## src/design/epc_pkg.sv

```systemverilog
`timescale 1ns / 1ps
// Elevator position controller: shared types, codes and constants.
// No dependencies.
package epc_pkg;

    typedef enum logic [1:0] {
        KIND_TICK   = 2'd0,
        KIND_SET    = 2'd1,
        KIND_PRESET = 2'd2,
        KIND_HOME   = 2'd3
    } t_kind;

    localparam logic [1:0] CFG_GAIN      = 2'd0;
    localparam logic [1:0] CFG_MAX_SPEED = 2'd1;
    localparam logic [1:0] CFG_LEEWAY    = 2'd2;

    localparam logic [15:0] GAIN_RESET      = 16'd256;
    localparam logic [14:0] MAX_SPEED_RESET = 15'd8192;
    localparam logic [7:0]  LEEWAY_RESET    = 8'd8;
    localparam logic [14:0] MAX_DRIVE       = 15'd16384;

    typedef struct packed {
        logic [15:0] gain;
        logic [14:0] max_eff;
        logic [7:0]  leeway;
    } t_cfg;

    typedef struct packed {
        t_kind              kind;
        logic signed [15:0] position;
        logic               limit_clear;
        logic               button_pressed;
        logic signed [15:0] target_value;
        logic [2:0]         preset_index;
    } t_item;

    typedef struct packed {
        logic signed [15:0] drive;
        logic               brake;
        logic               homing;
        logic               at_target;
    } t_result;

    // Preset k sits at k/2 ft, i.e. k * 128 in 1/256 ft.
    function automatic logic [10:0] preset_height(input logic [3:0] k);
        preset_height = {k, 7'b0};
    endfunction

endpackage

```

## src/design/elevator_position_controller.sv

```systemverilog
`timescale 1ns / 1ps
// Elevator position controller top level: input register, controller law,
// result register. Depends on epc_pkg, epc_cfg and epc_law.
//
//  channel | handshake                | payload
//  --------+--------------------------+-------------------------------------------
//  input   | i_in_valid / o_in_ready  | i_kind, i_position, i_limit_clear,
//          |                          | i_button_pressed, i_target_value, i_preset_index
//  result  | o_out_valid / i_out_ready| o_drive, o_brake, o_homing, o_at_target
//  config  | i_cfg_we (no wait)       | i_cfg_index, i_cfg_data
//
// One item per cycle unless a held result stalls a tick. A tick passes the input
// register, then the result register; each takes a new transfer while the next
// stage drains, so a held result stalls the input only once both are full.
// Commands produce no result and never wait on the result side.
// Reset is synchronous; it clears the controller state and sets the configuration to its reset values.
module elevator_position_controller import epc_pkg::*; #(
    parameter int NUM_PRESETS = 6,
    parameter int POS_WIDTH   = 16
) (
    input  logic               i_clk,
    input  logic               i_rst_n,
    input  logic               i_in_valid,
    output logic               o_in_ready,
    input  logic [1:0]         i_kind,
    input  logic signed [15:0] i_position,
    input  logic               i_limit_clear,
    input  logic               i_button_pressed,
    input  logic signed [15:0] i_target_value,
    input  logic [2:0]         i_preset_index,
    output logic               o_out_valid,
    input  logic               i_out_ready,
    output logic signed [15:0] o_drive,
    output logic               o_brake,
    output logic               o_homing,
    output logic               o_at_target,
    input  logic               i_cfg_we,
    input  logic [1:0]         i_cfg_index,
    input  logic [15:0]        i_cfg_data
);

    t_cfg    cfg;
    t_item   r_in;
    logic    r_in_valid;
    t_result r_out, law_res;
    logic    r_out_valid;
    logic    tick, out_free, go;

    epc_cfg u_cfg (
        .i_clk       (i_clk),
        .i_rst_n     (i_rst_n),
        .i_cfg_we    (i_cfg_we),
        .i_cfg_index (i_cfg_index),
        .i_cfg_data  (i_cfg_data),
        .o_cfg       (cfg)
    );

    epc_law #(
        .NUM_PRESETS (NUM_PRESETS),
        .POS_WIDTH   (POS_WIDTH)
    ) u_law (
        .i_clk   (i_clk),
        .i_rst_n (i_rst_n),
        .i_go    (go),
        .i_item  (r_in),
        .i_cfg   (cfg),
        .o_res   (law_res)
    );

    assign tick       = (r_in.kind == KIND_TICK);
    assign out_free   = !r_out_valid || i_out_ready;
    assign go         = r_in_valid && (!tick || out_free);
    assign o_in_ready = !r_in_valid || go;

    always_ff @(posedge i_clk) begin
        if (!i_rst_n) begin
            r_in_valid <= 1'b0;
        end else if (o_in_ready) begin
            r_in_valid <= i_in_valid;
        end
    end

    always_ff @(posedge i_clk) begin
        if (o_in_ready && i_in_valid) begin
            r_in.kind           <= t_kind'(i_kind);
            r_in.position       <= i_position;
            r_in.limit_clear    <= i_limit_clear;
            r_in.button_pressed <= i_button_pressed;
            r_in.target_value   <= i_target_value;
            r_in.preset_index   <= i_preset_index;
        end
    end

    always_ff @(posedge i_clk) begin
        if (!i_rst_n) begin
            r_out_valid <= 1'b0;
        end else if (go && tick) begin
            r_out_valid <= 1'b1;
        end else if (i_out_ready) begin
            r_out_valid <= 1'b0;
        end
    end

    always_ff @(posedge i_clk) begin
        if (go && tick) begin
            r_out <= law_res;
        end
    end

    assign o_out_valid = r_out_valid;
    assign o_drive     = r_out.drive;
    assign o_brake     = r_out.brake;
    assign o_homing    = r_out.homing;
    assign o_at_target = r_out.at_target;

`ifndef SYNTHESIS
    a_homing_fields: assert property (@(posedge i_clk) disable iff (!i_rst_n)
        o_out_valid && o_homing |-> !o_brake && !o_at_target && o_drive <= 16'sd0)
        else $error("homing result carries brake or target flag");

    a_brake_matches: assert property (@(posedge i_clk) disable iff (!i_rst_n)
        o_out_valid && !o_homing |-> o_brake == o_at_target)
        else $error("brake differs from at_target");

    a_drive_range: assert property (@(posedge i_clk) disable iff (!i_rst_n)
        o_out_valid |-> o_drive <= 16'sd16384 && o_drive >= -16'sd16384)
        else $error("drive outside full scale");

    a_in_hold: assert property (@(posedge i_clk) disable iff (!i_rst_n)
        r_in_valid && !go |=> r_in_valid && $stable(r_in))
        else $error("stalled input register lost its item");

    a_cmd_no_result: assert property (@(posedge i_clk) disable iff (!i_rst_n)
        go && !tick && !r_out_valid |=> !o_out_valid)
        else $error("command produced a result");
`endif

endmodule

```

## src/design/epc_cfg.sv

```systemverilog
`timescale 1ns / 1ps
// Elevator position controller: configuration registers.
// Depends on epc_pkg.
module epc_cfg import epc_pkg::*; (
    input  logic        i_clk,
    input  logic        i_rst_n,
    input  logic        i_cfg_we,
    input  logic [1:0]  i_cfg_index,
    input  logic [15:0] i_cfg_data,
    output t_cfg        o_cfg
);

    logic [15:0] r_gain;
    logic [14:0] r_max_speed;
    logic [7:0]  r_leeway;

    always_ff @(posedge i_clk) begin
        if (!i_rst_n) begin
            r_gain      <= GAIN_RESET;
            r_max_speed <= MAX_SPEED_RESET;
            r_leeway    <= LEEWAY_RESET;
        end else if (i_cfg_we) begin
            case (i_cfg_index)
                CFG_GAIN:      r_gain      <= i_cfg_data;
                CFG_MAX_SPEED: r_max_speed <= i_cfg_data[14:0];
                CFG_LEEWAY:    r_leeway    <= i_cfg_data[7:0];
                default: ;
            endcase
        end
    end

    always_comb begin
        o_cfg.gain    = r_gain;
        o_cfg.max_eff = (r_max_speed > MAX_DRIVE) ? MAX_DRIVE : r_max_speed;
        o_cfg.leeway  = r_leeway;
    end

endmodule

```

## src/design/epc_law.sv

```systemverilog
`timescale 1ns / 1ps
// Elevator position controller: controller state, homing, presets and the
// proportional law with clamp. Depends on epc_pkg.
module epc_law import epc_pkg::*; #(
    parameter int NUM_PRESETS = 6,
    parameter int POS_WIDTH   = 16
) (
    input  logic    i_clk,
    input  logic    i_rst_n,
    input  logic    i_go,
    input  t_item   i_item,
    input  t_cfg    i_cfg,
    output t_result o_res
);

    localparam int P      = POS_WIDTH;
    localparam int EW     = (POS_WIDTH > 16) ? POS_WIDTH : 16;
    localparam int STEP_W = $clog2(NUM_PRESETS);
    localparam int PW     = POS_WIDTH + 18;

    localparam logic signed [P-1:0] PMAX  = {1'b0, {(P-1){1'b1}}};
    localparam logic signed [P-1:0] PMIN  = {1'b1, {(P-1){1'b0}}};
    localparam logic signed [EW:0]  XMAX  = (EW+1)'(PMAX);
    localparam logic signed [EW:0]  XMIN  = (EW+1)'(PMIN);
    localparam logic signed [P:0]   DMAX  = (P+1)'(PMAX);
    localparam logic signed [P:0]   DMIN  = (P+1)'(PMIN);
    localparam logic [STEP_W-1:0]   STEP_LAST = STEP_W'(NUM_PRESETS - 1);
    localparam logic [3:0]          PRESET_CNT = 4'(NUM_PRESETS);

    logic signed [P-1:0] r_target, n_target;
    logic signed [P-1:0] r_offset, n_offset;
    logic                r_homing, n_homing;
    logic                r_btn, n_btn;
    logic [STEP_W-1:0]   r_step, n_step;

    function automatic logic signed [P-1:0] f_sat_in(input logic signed [15:0] v);
        logic signed [EW:0] x;
        x = (EW+1)'(v);
        if (x > XMAX)
            f_sat_in = PMAX;
        else if (x < XMIN)
            f_sat_in = PMIN;
        else
            f_sat_in = x[P-1:0];
    endfunction

    logic signed [P-1:0]  raw, tv, pos;
    logic signed [P:0]    diff, err;
    logic [P:0]           mag;
    logic                 at;
    logic signed [PW-1:0] prod, prod_adj, quot, msx;
    logic signed [15:0]   ms16, drv;

    always_comb begin
        n_target = r_target;
        n_offset = r_offset;
        n_homing = r_homing;
        n_btn    = r_btn;
        n_step   = r_step;
        raw      = f_sat_in(i_item.position);
        tv       = f_sat_in(i_item.target_value);

        case (i_item.kind)
            KIND_SET: begin
                n_target = tv;
            end
            KIND_PRESET: begin
                if (i_item.preset_index != 3'd0 && {1'b0, i_item.preset_index} <= PRESET_CNT)
                    n_target = P'(preset_height({1'b0, i_item.preset_index}));
            end
            KIND_HOME: begin
                n_homing = 1'b1;
            end
            default: begin
                if (i_item.button_pressed && !r_btn) begin
                    n_step   = (r_step == STEP_LAST) ? '0 : r_step + 1'b1;
                    n_target = P'(preset_height(4'(n_step) + 4'd1));
                end
                n_btn = i_item.button_pressed;
                if (r_homing && !i_item.limit_clear) begin
                    n_homing = 1'b0;
                    n_offset = raw;
                    n_target = '0;
                end
            end
        endcase

        diff = (P+1)'(raw) - (P+1)'(n_offset);
        if (diff > DMAX)
            pos = PMAX;
        else if (diff < DMIN)
            pos = PMIN;
        else
            pos = diff[P-1:0];

        err = (P+1)'(n_target) - (P+1)'(pos);
        mag = err[P] ? (P+1)'(-err) : err;
        at  = mag < (P+1)'(i_cfg.leeway);

        prod     = PW'(err) * PW'($signed({1'b0, i_cfg.gain}));
        prod_adj = prod[PW-1] ? prod + PW'(3) : prod;
        quot     = prod_adj >>> 2;
        msx      = PW'($signed({1'b0, i_cfg.max_eff}));
        ms16     = $signed({1'b0, i_cfg.max_eff});
        if (quot > msx)
            drv = ms16;
        else if (quot < -msx)
            drv = -ms16;
        else
            drv = quot[15:0];

        if (r_homing && i_item.limit_clear) begin
            o_res.drive     = 16'sd0 - $signed({2'b0, i_cfg.max_eff[14:1]});
            o_res.brake     = 1'b0;
            o_res.homing    = 1'b1;
            o_res.at_target = 1'b0;
        end else begin
            o_res.drive     = drv;
            o_res.brake     = at;
            o_res.homing    = 1'b0;
            o_res.at_target = at;
        end
    end

    always_ff @(posedge i_clk) begin
        if (!i_rst_n) begin
            r_target <= '0;
            r_offset <= '0;
            r_homing <= 1'b0;
            r_btn    <= 1'b0;
            r_step   <= '0;
        end else if (i_go) begin
            r_target <= n_target;
            r_offset <= n_offset;
            r_homing <= n_homing;
            r_btn    <= n_btn;
            r_step   <= n_step;
        end
    end

endmodule

```

## config.mk

```make
export PLATFORM = sky130hd
export DESIGN_NAME = elevator_position_controller
export DESIGN_NICKNAME = d
export VERILOG_FILES = /design/src/design/epc_pkg.sv /design/src/design/elevator_position_controller.sv /design/src/design/epc_cfg.sv /design/src/design/epc_law.sv
export SDC_FILE = /design/constraint.sdc
export NUM_CORES = 1
export LEC_CHECK = 0
export BUFFER_PORTS_ARGS = -buffer_cell sky130_fd_sc_hd__buf_2
export CAP_MARGIN = 10
export CELL_PAD_IN_SITES_DETAIL_PLACEMENT = 0
export CELL_PAD_IN_SITES_GLOBAL_PLACEMENT = 1
export CORE_MARGIN = 4
export CORE_UTILIZATION = 49
export CTS_BUF_LIST = sky130_fd_sc_hd__clkbuf_2
export DETAILED_ROUTE_END_ITERATION = 7
export GPL_TIMING_DRIVEN = 0
export PLACE_DENSITY = 0.81
export SLEW_MARGIN = 20
export SYNTH_ARGS = -nofsm -noshare
export SYNTH_HDL_FRONTEND = slang
export SYNTH_HIERARCHICAL = 1
export SYNTH_SLANG_ARGS = --single-unit
```

## constraint.sdc

```tcl
create_clock -name i_clk -period 17.5 [get_ports i_clk]
set_input_delay 0.875 -clock i_clk [delete_from_list [all_inputs] [get_ports i_clk]]
set_output_delay 0.875 -clock i_clk [all_outputs]
set_load 0.01 [all_outputs]
```

==> Word level (Yosys, flattened, before mapping) <==
Index checks and enable logic that the tools add are counted.
{ "totals": {"word_cells": 99, "input_bits": 62, "reg_bits": 135, "out_inout_bits": 21} }
{ "op_classes": {"multipliers": 1, "add_sub_neg": 9, "reduce_logical": 28, "order_cmp": 11, "eq_ne": 6, "n_bitwise": 2, "n_mux": 23} }
{ "op_table": {"columns": ["cell", "n"], "rows": [
  ["$mux W16", 13],
  ["$pmux W16 S3", 1],
  ["$add A34 B3 Y34 const B", 1],
  ["$lt A32 B34 Y1", 1],
  ["$mul A17 B17 Y34", 1],
  ["$mux W34", 1],
  ["$neg A15 Y34", 1],
  ["$sub A16 B16 Y17", 2],
  ["$gt A16 B16 Y1 const B", 2],
  ["$gt A32 B16 Y1", 1],
  ["$lt A16 B16 Y1 const B", 2],
  ["$mux W19", 1],
  ["$gt A17 B16 Y1 const B", 1],
  ["$lt A17 B16 Y1 const B", 1],
  ["$lt A17 B8 Y1", 1],
  ["$mux W17", 1],
  ["$neg A17 Y17", 1],
  ["$neg A15 Y16", 1],
  ["$gt A15 B15 Y1 const B", 1],
  ["$mux W15", 1],
  ["$sub A1 B14 Y15 const A", 1],
  ["$reduce_and A2 Y1", 4],
  ["$logic_and A1 B1 Y1", 7],
  ["$eq A2 B2 Y1 const B", 3],
  ["17 further kinds", 30]
]} }

==> Depth between registers and ports, before layout <==
Gate-level depths: netlist of run 1.
{ "logic_depth": {"depth_word": 17, "depth_mapped": 80, "mapped_depth_nobuf": 74} }

==> Modules after synthesis <==
Netlist of run 1, hierarchy kept.
{ "by_module_without_submodules": {"columns": ["mod", "instances", "seq_area_each_um2", "cells_per_inst", "area_per_inst_um2"], "rows": [
  ["epc_law", 1, 740.7, 2364, 18845.6],
  ["elevator_position_controller", 1, 1781.7, 70, 1863.0],
  ["epc_cfg", 1, 780.7, 166, 1607.8]
]} }

==> Least setup slack after synthesis of run 1 <==
OpenSTA, ideal clock, no wires.
{ "synth_path": {"path_type": "flip-flop to flip-flop", "from": "register r_in[37] (netlist name)", "to": "register r_out, in the netlist o_drive[4] (data pin)", "path_stages_with_launch": 79, "path_slack_ps": 1634, "required_ps": 17232, "t_arrival_ps": 15597, "setup_ps": 268, "path_buffers": 7, "period_less_slack_ps": 15866, "cell_sequence": "edfxtp_1 inv_1 ha_1 nand3b_1 clkbuf_1 nand2_1 o21ai_0 ha_1 inv_1 ha_1 o21ai_0 a21oi_1 o311ai_0 a21oi_1 a211oi_1 o211ai_1 o221ai_1 a21oi_1 [43 not listed] o32a_1 o22ai_1 xnor2_1 ha_1 a21o_1 a21o_1 a21oi_1 nor2_1 a2111oi_0 o21ai_0 a211oi_1 a31oi_1 a41oi_1 a21boi_4 nor2_8 buf_6 a21boi_1 o211ai_1"} }
{ "synth_rtl": {"columns": ["element", "line_no", "source"], "rows": [
  ["from (decl)", "elevator_position_controller.sv:43", "t_item r_in;"],
  ["to (signal assigned)", "elevator_position_controller.sv:106", "r_out <= law_res;"],
  ["to (decl)", "elevator_position_controller.sv:45", "t_result r_out, law_res;"]
]} }

==> impl_metrics.json, run 1 <==
{
  "min_path_type": "input pin to flip-flop",
  "gp_congestion": 0.9227,
  "die_area_um2": 49020,
  "vias_per_cell": 5.512,
  "max_slew_margin": 0.3142,
  "antenna_found_initial": 1,
  "finalSetupViolCount": 0,
  "initialDrtViolationCount": 1195,
  "h-tree-depth": 4,
  "grt_first_pass_wirelength_mm": 98.35,
  "initial_core_util": 0.5003,
  "tightest_slew_ns": 1.021,
  "dp_hpwl_mm": 49.95,
  "placementRows": 77,
  "path_clk_slew_ns": 0.24,
  "synth_cell_types": 112,
  "die_x_um": 221.4,
  "start_kind": "flip-flop",
  "critPathCaptureType": "flip-flop",
  "final.min_clock_period_ns": 16.48,
  "cpPeakStageDelay_ns": 0.55,
  "final_cells": 3322,
  "coreArea_um2": 44610,
  "finalHoldViolCount": 0,
  "synth-async-reset-ratio": 0,
  "postPlaceCellArea_um2": 23510,
  "whs_ns": 0.2731,
  "grt_max_degree": 26,
  "ir_drop_mv": 0.1547,
  "netlist_instances": 2600,
  "worstPathRequired_ns": 18.00,
  "worstSkewPairLatency_ns": 0.76,
  "cts_tree": "built",
  "ys_ff_latch": 136,
  "syn2layout_area_growth_pct": 8.017,
  "synth_fa_ha_area_frac": 0.3398,
  "first_pass_iters": 5,
  "fmax_ghz": 0.06069,
  "worstPathArrival_ns": 16.97,
  "io_pins": 83,
  "synth_top_family_by_area": "adder cells",
  "nets": 3221,
  "synth_xor_area_frac": 0.04900,
  "yosysMostFrequentCell": "inv_1",
  "synth_fp_nets": 3106,
  "cts_buffers": 17,
  "cpMaxStageDelayCell": "fa_1",
  "postRouteAntennaNets": 0,
  "synth_edf_count": 58,
  "yosysTopAreaCellShare": 0.2422,
  "fin_worst_skew_ns": 0.06031,
  "synth_top_cell_by_area": "fa_1",
  "grt_use_total": 0.2441,
  "drv_cap": 0,
  "yosysSeqAreaShare": 0.1480,
  "synth_area_um2": 22320,
  "powerDensity_nw_per_um2": 158.6,
  "synth_ff_type": "dfxtp_1",
  "drt-wirelength-per-cell_um": 18.21,
  "port_buffers": 82,
  "dp_cells": 3275,
  "grt_overflow": 0,
  "cts_buffer_depth": 2,
  "status": "complete, no violations",
  "holdPathStages": 1,
  "drive_above_1_share": 0.09934,
  "routed_wl_mm": 60.50,
  "yosys_warnings": 6,
  "cts_num_sinks": 136,
  "synth_compound_area_frac": 0.1315,
  "yosys-top-cells-count": "391 x inv_1, 324 x nand2_1, 270 x fa_1",
  "synthMuxAreaShare": 0.03381,
  "fin_area_um2": 24110,
  "yosys.area_share.simple": 0.2044,
  "reg2reg_depth": 74,
  "critPathMaxFanout": 10,
  "clockRootBuffer": "clkbuf_2",
  "critPathKind": "flip-flop to flip-flop",
  "period_share": 0.9416,
  "synth.area.top_cells": "fa_1 24%, ha_1 9.8%, edfxtp_1 7.8%",
  "avgSynthCellArea_um2": 8.583,
  "rsz0062_at_grt": "no",
  "slew_violations": 0,
  "p_leak_uw": 0.01122,
  "die-height_um": 221.4,
  "route.detailed.drc": 0,
  "grt_pass1_vias": 19063,
  "path_common_cell": "fa_1",
  "vias": 18311
}
==> placed cells by master, fill, tap and decap left out, types with 12 or more instances in the layout <==
cell type / count
or3_1: 14
o21ai_1: 12
and2_1: 132
o22ai_1: 13
a21boi_0: 15
a21oi_1: 81
o21ai_0: 77
nor2b_1: 78
o211ai_1: 17
nand4_1: 25
nor4_1: 13
mux2i_1: 72
nor3_1: 48
dfxtp_1: 78
a21o_1: 24
o211a_1: 13
xor2_1: 30
nand3_1: 34
clkbuf_1: 73
ha_1: 171
nand2b_1: 33
inv_1: 391
clkbuf_2: 29
xnor2_1: 86
buf_2: 105
nand2_1: 324
buf_4: 19
o21a_1: 12
a22o_1: 16
edfxtp_1: 58
nor2_1: 96
fa_1: 267
==> through the flow <==
step	utilization	TNS [ns]	power, uW	worst slack (ns)
CTS	0.5361	0	3775	0.01228
finish	0.5404	0	3824	1.022
detailed placement	0.5270	-34.06	3534	-2.306
global placement	0.5261	-30.74	3490	-2.100
global route	0.5403	0	4218	0.01826
floorplan	-	0	2758	1.634
==> critical path: cells and delay by family, from the launching register on <==
family / cells / cell delay (ns)
xor+xnor: 2 / 0.36
buf+inv: 11 / 1.78
simple gates: 11 / 1.47
compound gates: 37 / 7.23
mux: 1 / 0.14
fa+ha+maj: 12 / 4.74
flops: 1 / 0.47
==> registers in the layout, indices dropped and copies added, names as in the netlist, 3 cells and up <==
| name | flops |
|---|---|
| u_law/r_target | 16 |
| u_cfg/r_max_speed | 15 |
| u_law/r_step | 3 |
| u_cfg/r_gain | 16 |
| u_law/r_offset | 16 |
| u_cfg/r_leeway | 8 |
| r_in | 39 |
| o_drive | 16 |
==> area by class of cell <==
class                   count  area, um2
fillers                  4176      20500
clock inverters            14      140.1
inverters                 391       1468
plain buffers             128      636.9
clock buffers              18      90.09
repair buffers             99      558.0
diodes                      2      5.005
flip-flops and latches    136       3303
multi-input cells        1942      17160
well taps                 592      740.7
==> where the power goes <==
part,internal (uW),switching [uW],leakage [uW]
sequential,372,10.8,0.00119
clock,56.1,136,0.000134
combinational,1230,2020,0.00990
==> cell families after synthesis <==
group | count (synthesis)
adders and majority gates | 444
AOI/OAI and AO/OA | 420
DFF | 136
muxes | 75
and+or+nand+nor | 879
buffers and inverters | 522
xor gates and xnor gates | 124
==> timing repair <==
item,in CTS,in global routing
pin swaps,5,14
hold buffers,0,0
gates resized for setup,29,53
buffers inserted,9,7
setup endpoints to repair,16,16
==> metal layers <==
layer  wire length [um]  track usage  part of all wire
met1              26180       0.3130              0.43
met2              29980       0.4347              0.50
met3               2502      0.02756             0.041
met4               1832      0.07523             0.030
met5                  0            0                 0
==> final timing paths <==
path                                 from                           end  slack (ns)
max                    r_in[38]$_DFFE_PP_          o_drive[4]$_DFFE_PP_        1.02
min                    i_target_value[14]            r_in[17]$_DFFE_PP_        0.27
max reg2reg            r_in[38]$_DFFE_PP_          o_drive[4]$_DFFE_PP_        1.02
min reg2reg  u_cfg/r_gain[1]$_SDFFE_PN0P_  u_cfg/r_gain[1]$_SDFFE_PN0P_        0.48
(Power assumes the default switching activity.)
==> run 2: changes to the inputs <==
CORE_UTILIZATION = 55   (was 49)
PLACE_DENSITY = 0.89   (was 0.81)
clock period = 21 ns   (was 17.5 ns; I/O delays follow)
==> run 2 against run 1 <==
- fmax is 16% lower
- die area decreased by 11%
- sequential power down 17%
- register-to-register slack better by 0.47 ns
- clock-buffer cell count is 1 higher
- worst setup slack better by 0.47 ns
- routed wire length is 1.5% lower
- flip-flop and latch count stayed put
- design area shrank 1.7%
- sequential share of layout area increased by 0.24 points
- largest cell class unchanged
==> impl_metrics.json, run 2 (synthesis results as in run 1) <==
{
  "io_pins": 83,
  "cts_buffers": 17,
  "cts_tree": "built",
  "path_common_cell": "o21ai_0",
  "dp_slack_ns": 1.298,
  "finalHoldViolCount": 0,
  "fin_ws_ns": 1.495,
  "tns_ns": 0,
  "holdCritStartpoint": "i_position[3]",
  "post_cts.repair.setup_buffers": 0,
  "cts_buffer_depth": 2,
  "multi_input_area_um2": 16970,
  "num-fill-cells": 3598,
  "cts_num_sinks": 136,
  "powerDensity_nw_per_um2": 133.0,
  "largest_register_ffs": 39,
  "die_x_um": 209.4,
  "max_slew_margin": 0.2637,
  "die_area_um2": 43860,
  "p_leak_uw": 0.01103,
  "dp_hpwl_mm": 49.61,
  "vias_per_cell": 5.665,
  "critPathKind": "flip-flop to flip-flop",
  "cpPeakStageDelay_ns": 0.70,
  "postPlaceCellArea_um2": 23420,
  "path_clk_slew_ns": 0.25,
  "grt_pass1_vias": 18897,
  "final.min_clock_period_ns": 19.51,
  "finalSetupViolCount": 0,
  "worstPathArrival_ns": 19.98,
  "syn2layout_area_growth_pct": 6.167,
  "h-tree-depth": 4,
  "grt_overflow": 0,
  "timing.rr.start": "r_in[37]$_DFFE_PP_",
  "port_buffers": 82,
  "grt_use_total": 0.2751,
  "initialDrtViolationCount": 1265,
  "fin_area_um2": 23690,
  "nets": 3207,
  "worstSetupStartpoint": "r_in[37]$_DFFE_PP_",
  "gp_congestion": 0.9353,
  "placementRows": 73,
  "antenna_found_initial": 3,
  "worstSkewPairLatency_ns": 0.73,
  "route.detailed.drc": 0,
  "worstPathRequired_ns": 21.48,
  "status": "complete, no violations",
  "drt-wirelength-per-cell_um": 18.39,
  "coreArea_um2": 39910,
  "clockRootBuffer": "clkbuf_2",
  "drv_cap": 0,
  "tightest_slew_ns": 1.097,
  "p_total_uw": 3152,
  "vias": 18349,
  "cpMaxStageDelayCell": "fa_1",
  "initial_core_util": 0.5591,
  "drive_above_1_share": 0.07480,
  "antenna_cells": 0,
  "mostFrequentLayoutCells": "391 x inv_1, 324 x nand2_1, 268 x fa_1",
  "die-height_um": 209.4,
  "routed_wl_mm": 59.56,
  "start_kind": "flip-flop",
  "slew_violations": 0,
  "grt_first_pass_wirelength_mm": 98.29,
  "top_register": "r_in",
  "min_path_type": "input pin to flip-flop",
  "whs_ns": 0.4607,
  "first_pass_iters": 6,
  "final_common_cell": "inv_1",
  "fmax_ghz": 0.05127,
  "grt_max_degree": 26,
  "critPathCaptureType": "flip-flop",
  "postRouteAntennaNets": 0,
  "critPathMaxFanout": 10,
  "regArea_um2": 3303,
  "period_share": 0.9288,
  "fin_worst_skew_ns": 0.04391,
  "ir_drop_mv": 0.09775
}
run 2: cell types whose count changed in the layout (fill, tap and decap cells not counted), moves of 4 or more:
| cell | before | now |
|---|---|---|
| o21ai_1 | 12 | 7 |
| buf_4 | 19 | 3 |
| o21ai_0 | 77 | 86 |
| clkbuf_1 | 73 | 88 |
| o21ai_2 | 4 | 0 |
| xnor2_2 | 5 | 0 |
| a21oi_1 | 81 | 88 |
| clkbuf_2 | 29 | 20 |
| a21boi_0 | 15 | 19 |
| xnor2_1 | 86 | 91 |
| a21oi_2 | 7 | 0 |
run 2: final cells by class:
type / instances / area share
buffer: 130 / 0.02598
inverter: 391 / 0.06195
timing repair buffer: 83 / 0.01848
clock buffer: 19 / 0.004014
tap: 525 / 0.02772
multi-input combinational: 1942 / 0.7162
sequential: 136 / 0.1394
clock inverter: 13 / 0.006232
run 2: per-layer routing:
metal  routed length, um  up-vias  global-route usage  share of wire
met5                  21        -                   0        0.00035
li1                    -     8769                   -              -
met2               29420      517              0.4854           0.49
met3                2863      129             0.03184          0.048
met4                2030        4             0.08753          0.034
met1               25230     8930              0.3546           0.42
run 2: critical path, delay by kind of cell (launching register included):
family | cells | cell delay [ns]
DFF | 1 | 0.54
buffers and inverters | 13 | 3.05
adders and majority gates | 11 | 4.54
xor gates and xnor gates | 4 | 1.14
and+or+nand+nor | 11 | 1.43
AOI/OAI and AO/OA | 39 | 8.52
run 2: where the power goes:
group          internal [uW]  switching, uW  total, uW
combinational            997           1670       2660
sequential               310           9.16        319
clock                   57.0            112        169
run 2: path summary, 6_finish.rpt:
check / endpoint / slack, ns / cells after the start
max reg2reg: o_drive[4]$_DFFE_PP_ / 1.49 / 78
min reg2reg: u_cfg/r_max_speed[6]$_SDFFE_PN0P_ / 0.48 / 2
min: r_in[24]$_DFFE_PP_ / 0.46 / 1
max: o_drive[4]$_DFFE_PP_ / 1.49 / 78
run 2: stage by stage:
step	utilization	cells
after floorplan	-	2600
after global placement	0.5858	3207
after detailed placement	0.5868	3208
after CTS	0.5929	3240
after global routing	0.5936	3239
final	0.5936	3239
run 2: what timing repair did:
item                                   CTS  global route
endpoints found under the hold margin    0             0
hold buffers                             0             0
setup endpoints to repair                0            16
gates resized for setup                  0             5
==> run 3: changes to the inputs <==
CORE_UTILIZATION = 54   (was 55)
PLACE_DENSITY = 0.88   (was 0.89)
SYNTH_HIERARCHICAL = default   (was 1)
==> run 3 against run 2 <==
- flip-flop and latch count down 1
- critical path depth down 7
- total power up 0.13%
- highest routed layer is now met4
- sequential share of layout area up 0.16 points
- clock skew down 0.0040 ns
- first-iteration DRC count up 1.7%
- worst hold slack worse by 0.083 ns
- fmax up 0.45%
- synthesized area down 2.2%
- non-clock buffer count down 9
==> impl_metrics.json, run 3 <==
{
  "antenna_found_initial": 1,
  "holdPathStages": 1,
  "synth_area_um2": 21830,
  "final.min_clock_period_ns": 19.42,
  "die_x_um": 209.1,
  "grt_max_degree": 26,
  "grt_first_pass_wirelength_mm": 96.13,
  "yosysTopAreaCellShare": 0.2476,
  "grt_overflow": 0,
  "ir_drop_mv": 0.08190,
  "start_kind": "flip-flop",
  "worstSkewPairLatency_ns": 0.82,
  "critPathMaxFanout": 10,
  "cpPeakStageDelay_ns": 0.59,
  "synth_cell_types": 96,
  "path_clk_slew_ns": 0.26,
  "route.detailed.drc": 0,
  "dp_cells": 3187,
  "hold_path_end": "r_in[19]$_DFFE_PP_",
  "multi_input_area_um2": 16660,
  "grt_pass1_vias": 18315,
  "largest_register_ffs": 39,
  "coreArea_um2": 39820,
  "netlist_instances": 2580,
  "finalHoldViolCount": 0,
  "top_register": "r_in",
  "powerDensity_nw_per_um2": 136.0,
  "min_path_type": "input pin to flip-flop",
  "holdCritStartpoint": "i_button_pressed",
  "nets": 3190,
  "dp_hpwl_mm": 49.53,
  "postRouteAntennaNets": 0,
  "drv_cap": 0,
  "initialDrtViolationCount": 1286,
  "mostFrequentLayoutCells": "388 x inv_1, 367 x nand2_1, 268 x fa_1",
  "yosys-top-cells-count": "388 x inv_1, 367 x nand2_1, 270 x fa_1",
  "fmax_ghz": 0.05150,
  "cts_num_sinks": 135,
  "max_slew_margin": 0.2569,
  "placementRows": 73,
  "synth_edf_count": 57,
  "initial_core_util": 0.5483,
  "routed_wl_mm": 58.84,
  "p_leak_uw": 0.01078,
  "synth.area.top_cells": "fa_1 25%, ha_1 10%, edfxtp_1 7.8%",
  "finalSetupViolCount": 0,
  "reg2reg_depth": 71,
  "final_common_cell": "inv_1",
  "cts_buffers": 17,
  "yosysSeqAreaShare": 0.1499,
  "path_common_cell": "o21ai_0",
  "worstPathArrival_ns": 19.98,
  "synth_top_cell_by_area": "fa_1",
  "cts_buffer_depth": 2,
  "yosys_warnings": 0,
  "num-fill-cells": 3748,
  "die_area_um2": 43710,
  "reg2reg_to": "o_drive[7]$_DFFE_PP_",
  "tns_ns": 0,
  "vias": 18137,
  "die-height_um": 209.1,
  "yosysMostFrequentCell": "inv_1",
  "grt_use_total": 0.2719,
  "timing.rr.start": "r_in[37]$_DFFE_PP_",
  "drive_above_1_share": 0.06610,
  "h-tree-depth": 4,
  "synth_fp_nets": 3090,
  "syn2layout_area_growth_pct": 6.304,
  "cpMaxStageDelayCell": "fa_1",
  "port_buffers": 81,
  "ys_ff_latch": 135,
  "rsz0062_at_grt": "no",
  "tightest_slew_ns": 1.115,
  "first_pass_iters": 7,
  "hold_buffers": 0,
  "reg2reg_slack_ns": 1.58,
  "avgSynthCellArea_um2": 8.463,
  "synth_ff_type": "dfxtp_1",
  "worstPathRequired_ns": 21.56,
  "regArea_um2": 3273,
  "io_pins": 83,
  "critPathKind": "flip-flop to flip-flop",
  "cts-resized-gates": 0,
  "slew_violations": 0,
  "critPathCaptureType": "flip-flop",
  "status": "complete, no violations",
  "final_cells": 3219,
  "period_share": 0.9247,
  "fin_worst_skew_ns": 0.03991,
  "vias_per_cell": 5.634,
  "clockRootBuffer": "clkbuf_2",
  "synth-async-reset-ratio": 0,
  "drt-wirelength-per-cell_um": 18.28,
  "gp_congestion": 0.9661,
  "cts_tree": "built",
  "post_cts.repair.setup_buffers": 0
}
## run 3: cell types whose count changed after synthesis, moves of 9 or more
cell / delta
mux2i_1: -49
nand2_1: +43
a21boi_0: +36
o21ai_0: -18
clkbuf_1: +13
nor2b_1: -13
buf_2: -12
nand2b_1: -12
and3_1: +11
xnor2_1: -11
nor4_1: +10
o211ai_1: -10
a21oi_1: -9
## run 3: final cells by class
cell class,instances,share of cell area
Multi-Input combinational cell,1934,0.7180
Sequential cell,135,0.1410
Inverter,388,0.06275
Tap cell,525,0.02830
Buffer,122,0.02167
Timing Repair Buffer,82,0.01865
Clock inverter,15,0.005876
Clock buffer,17,0.003666
Antenna cell,1,0.0001078
## run 3: report_power, final
part / internal, uW / switching (uW)
Clock: 37.3 / 119
Combinational: 1030 / 1650
Sequential: 306 / 9.59
## run 3: per-layer routing
layer | GRT usage | vias up | share of wire
met1 | 0.3565 | 8727 | 0.42
li1 | - | 8684 | -
met5 | 0 | - | 0
met2 | 0.4642 | 601 | 0.48
met3 | 0.03213 | 125 | 0.059
met4 | 0.1033 | 0 | 0.040
## run 3: cells by family after synthesis
kind of cell,after synthesis,share of synthesized area
fa+ha+maj,450,0.3505
compound gates,431,0.1411
mux,30,0.01415
buf+inv,511,0.08991
simple gates,902,0.2049
flops,135,0.1499
xor+xnor,121,0.04951
## run 3: worst max-delay path by stage
stage                            start              endpoint  slack (ns)  cells after the start
floorplan           r_in[37]$_DFFE_PP_  o_drive[9]$_DFFE_PP_        5.00                     73
global placement    r_in[37]$_DFFE_PP_  o_drive[7]$_DFFE_PP_        1.26                     72
detailed placement  r_in[37]$_DFFE_PP_  o_drive[7]$_DFFE_PP_        1.04                     72
CTS                 r_in[37]$_DFFE_PP_  o_drive[7]$_DFFE_PP_        0.94                     72
global route        r_in[37]$_DFFE_PP_  o_drive[7]$_DFFE_PP_        0.09                     71
finish              r_in[37]$_DFFE_PP_  o_drive[7]$_DFFE_PP_        1.58                     71
## run 3: critical path: cells and delay by family, from the launching register on
kind / cells / cell delay, ns
AO/OA/AOI/OAI: 25 / 6.23
XOR/XNOR: 2 / 0.62
adder cells (fa/ha/maj): 12 / 4.88
buffers and inverters: 11 / 2.33
flip-flops: 1 / 0.47
multiplexers: 1 / 0.16
AND/OR/NAND/NOR: 20 / 4.46
## run 3: stage by stage
stage                     power (uW)  hold slack, ns    util  cell area (um2)  worst slack, ns
after floorplan                 2349          0.4432       -            21830            5.003
after global placement          2930          0.4521  0.5749            22900            1.262
after detailed placement        2978          0.4607  0.5762            22940            1.042
after CTS                       3155          0.2855  0.5817            23170           0.9361
after global routing            3529          0.3187  0.5828            23210          0.08554
final                           3156          0.3781  0.5828            23210            1.582
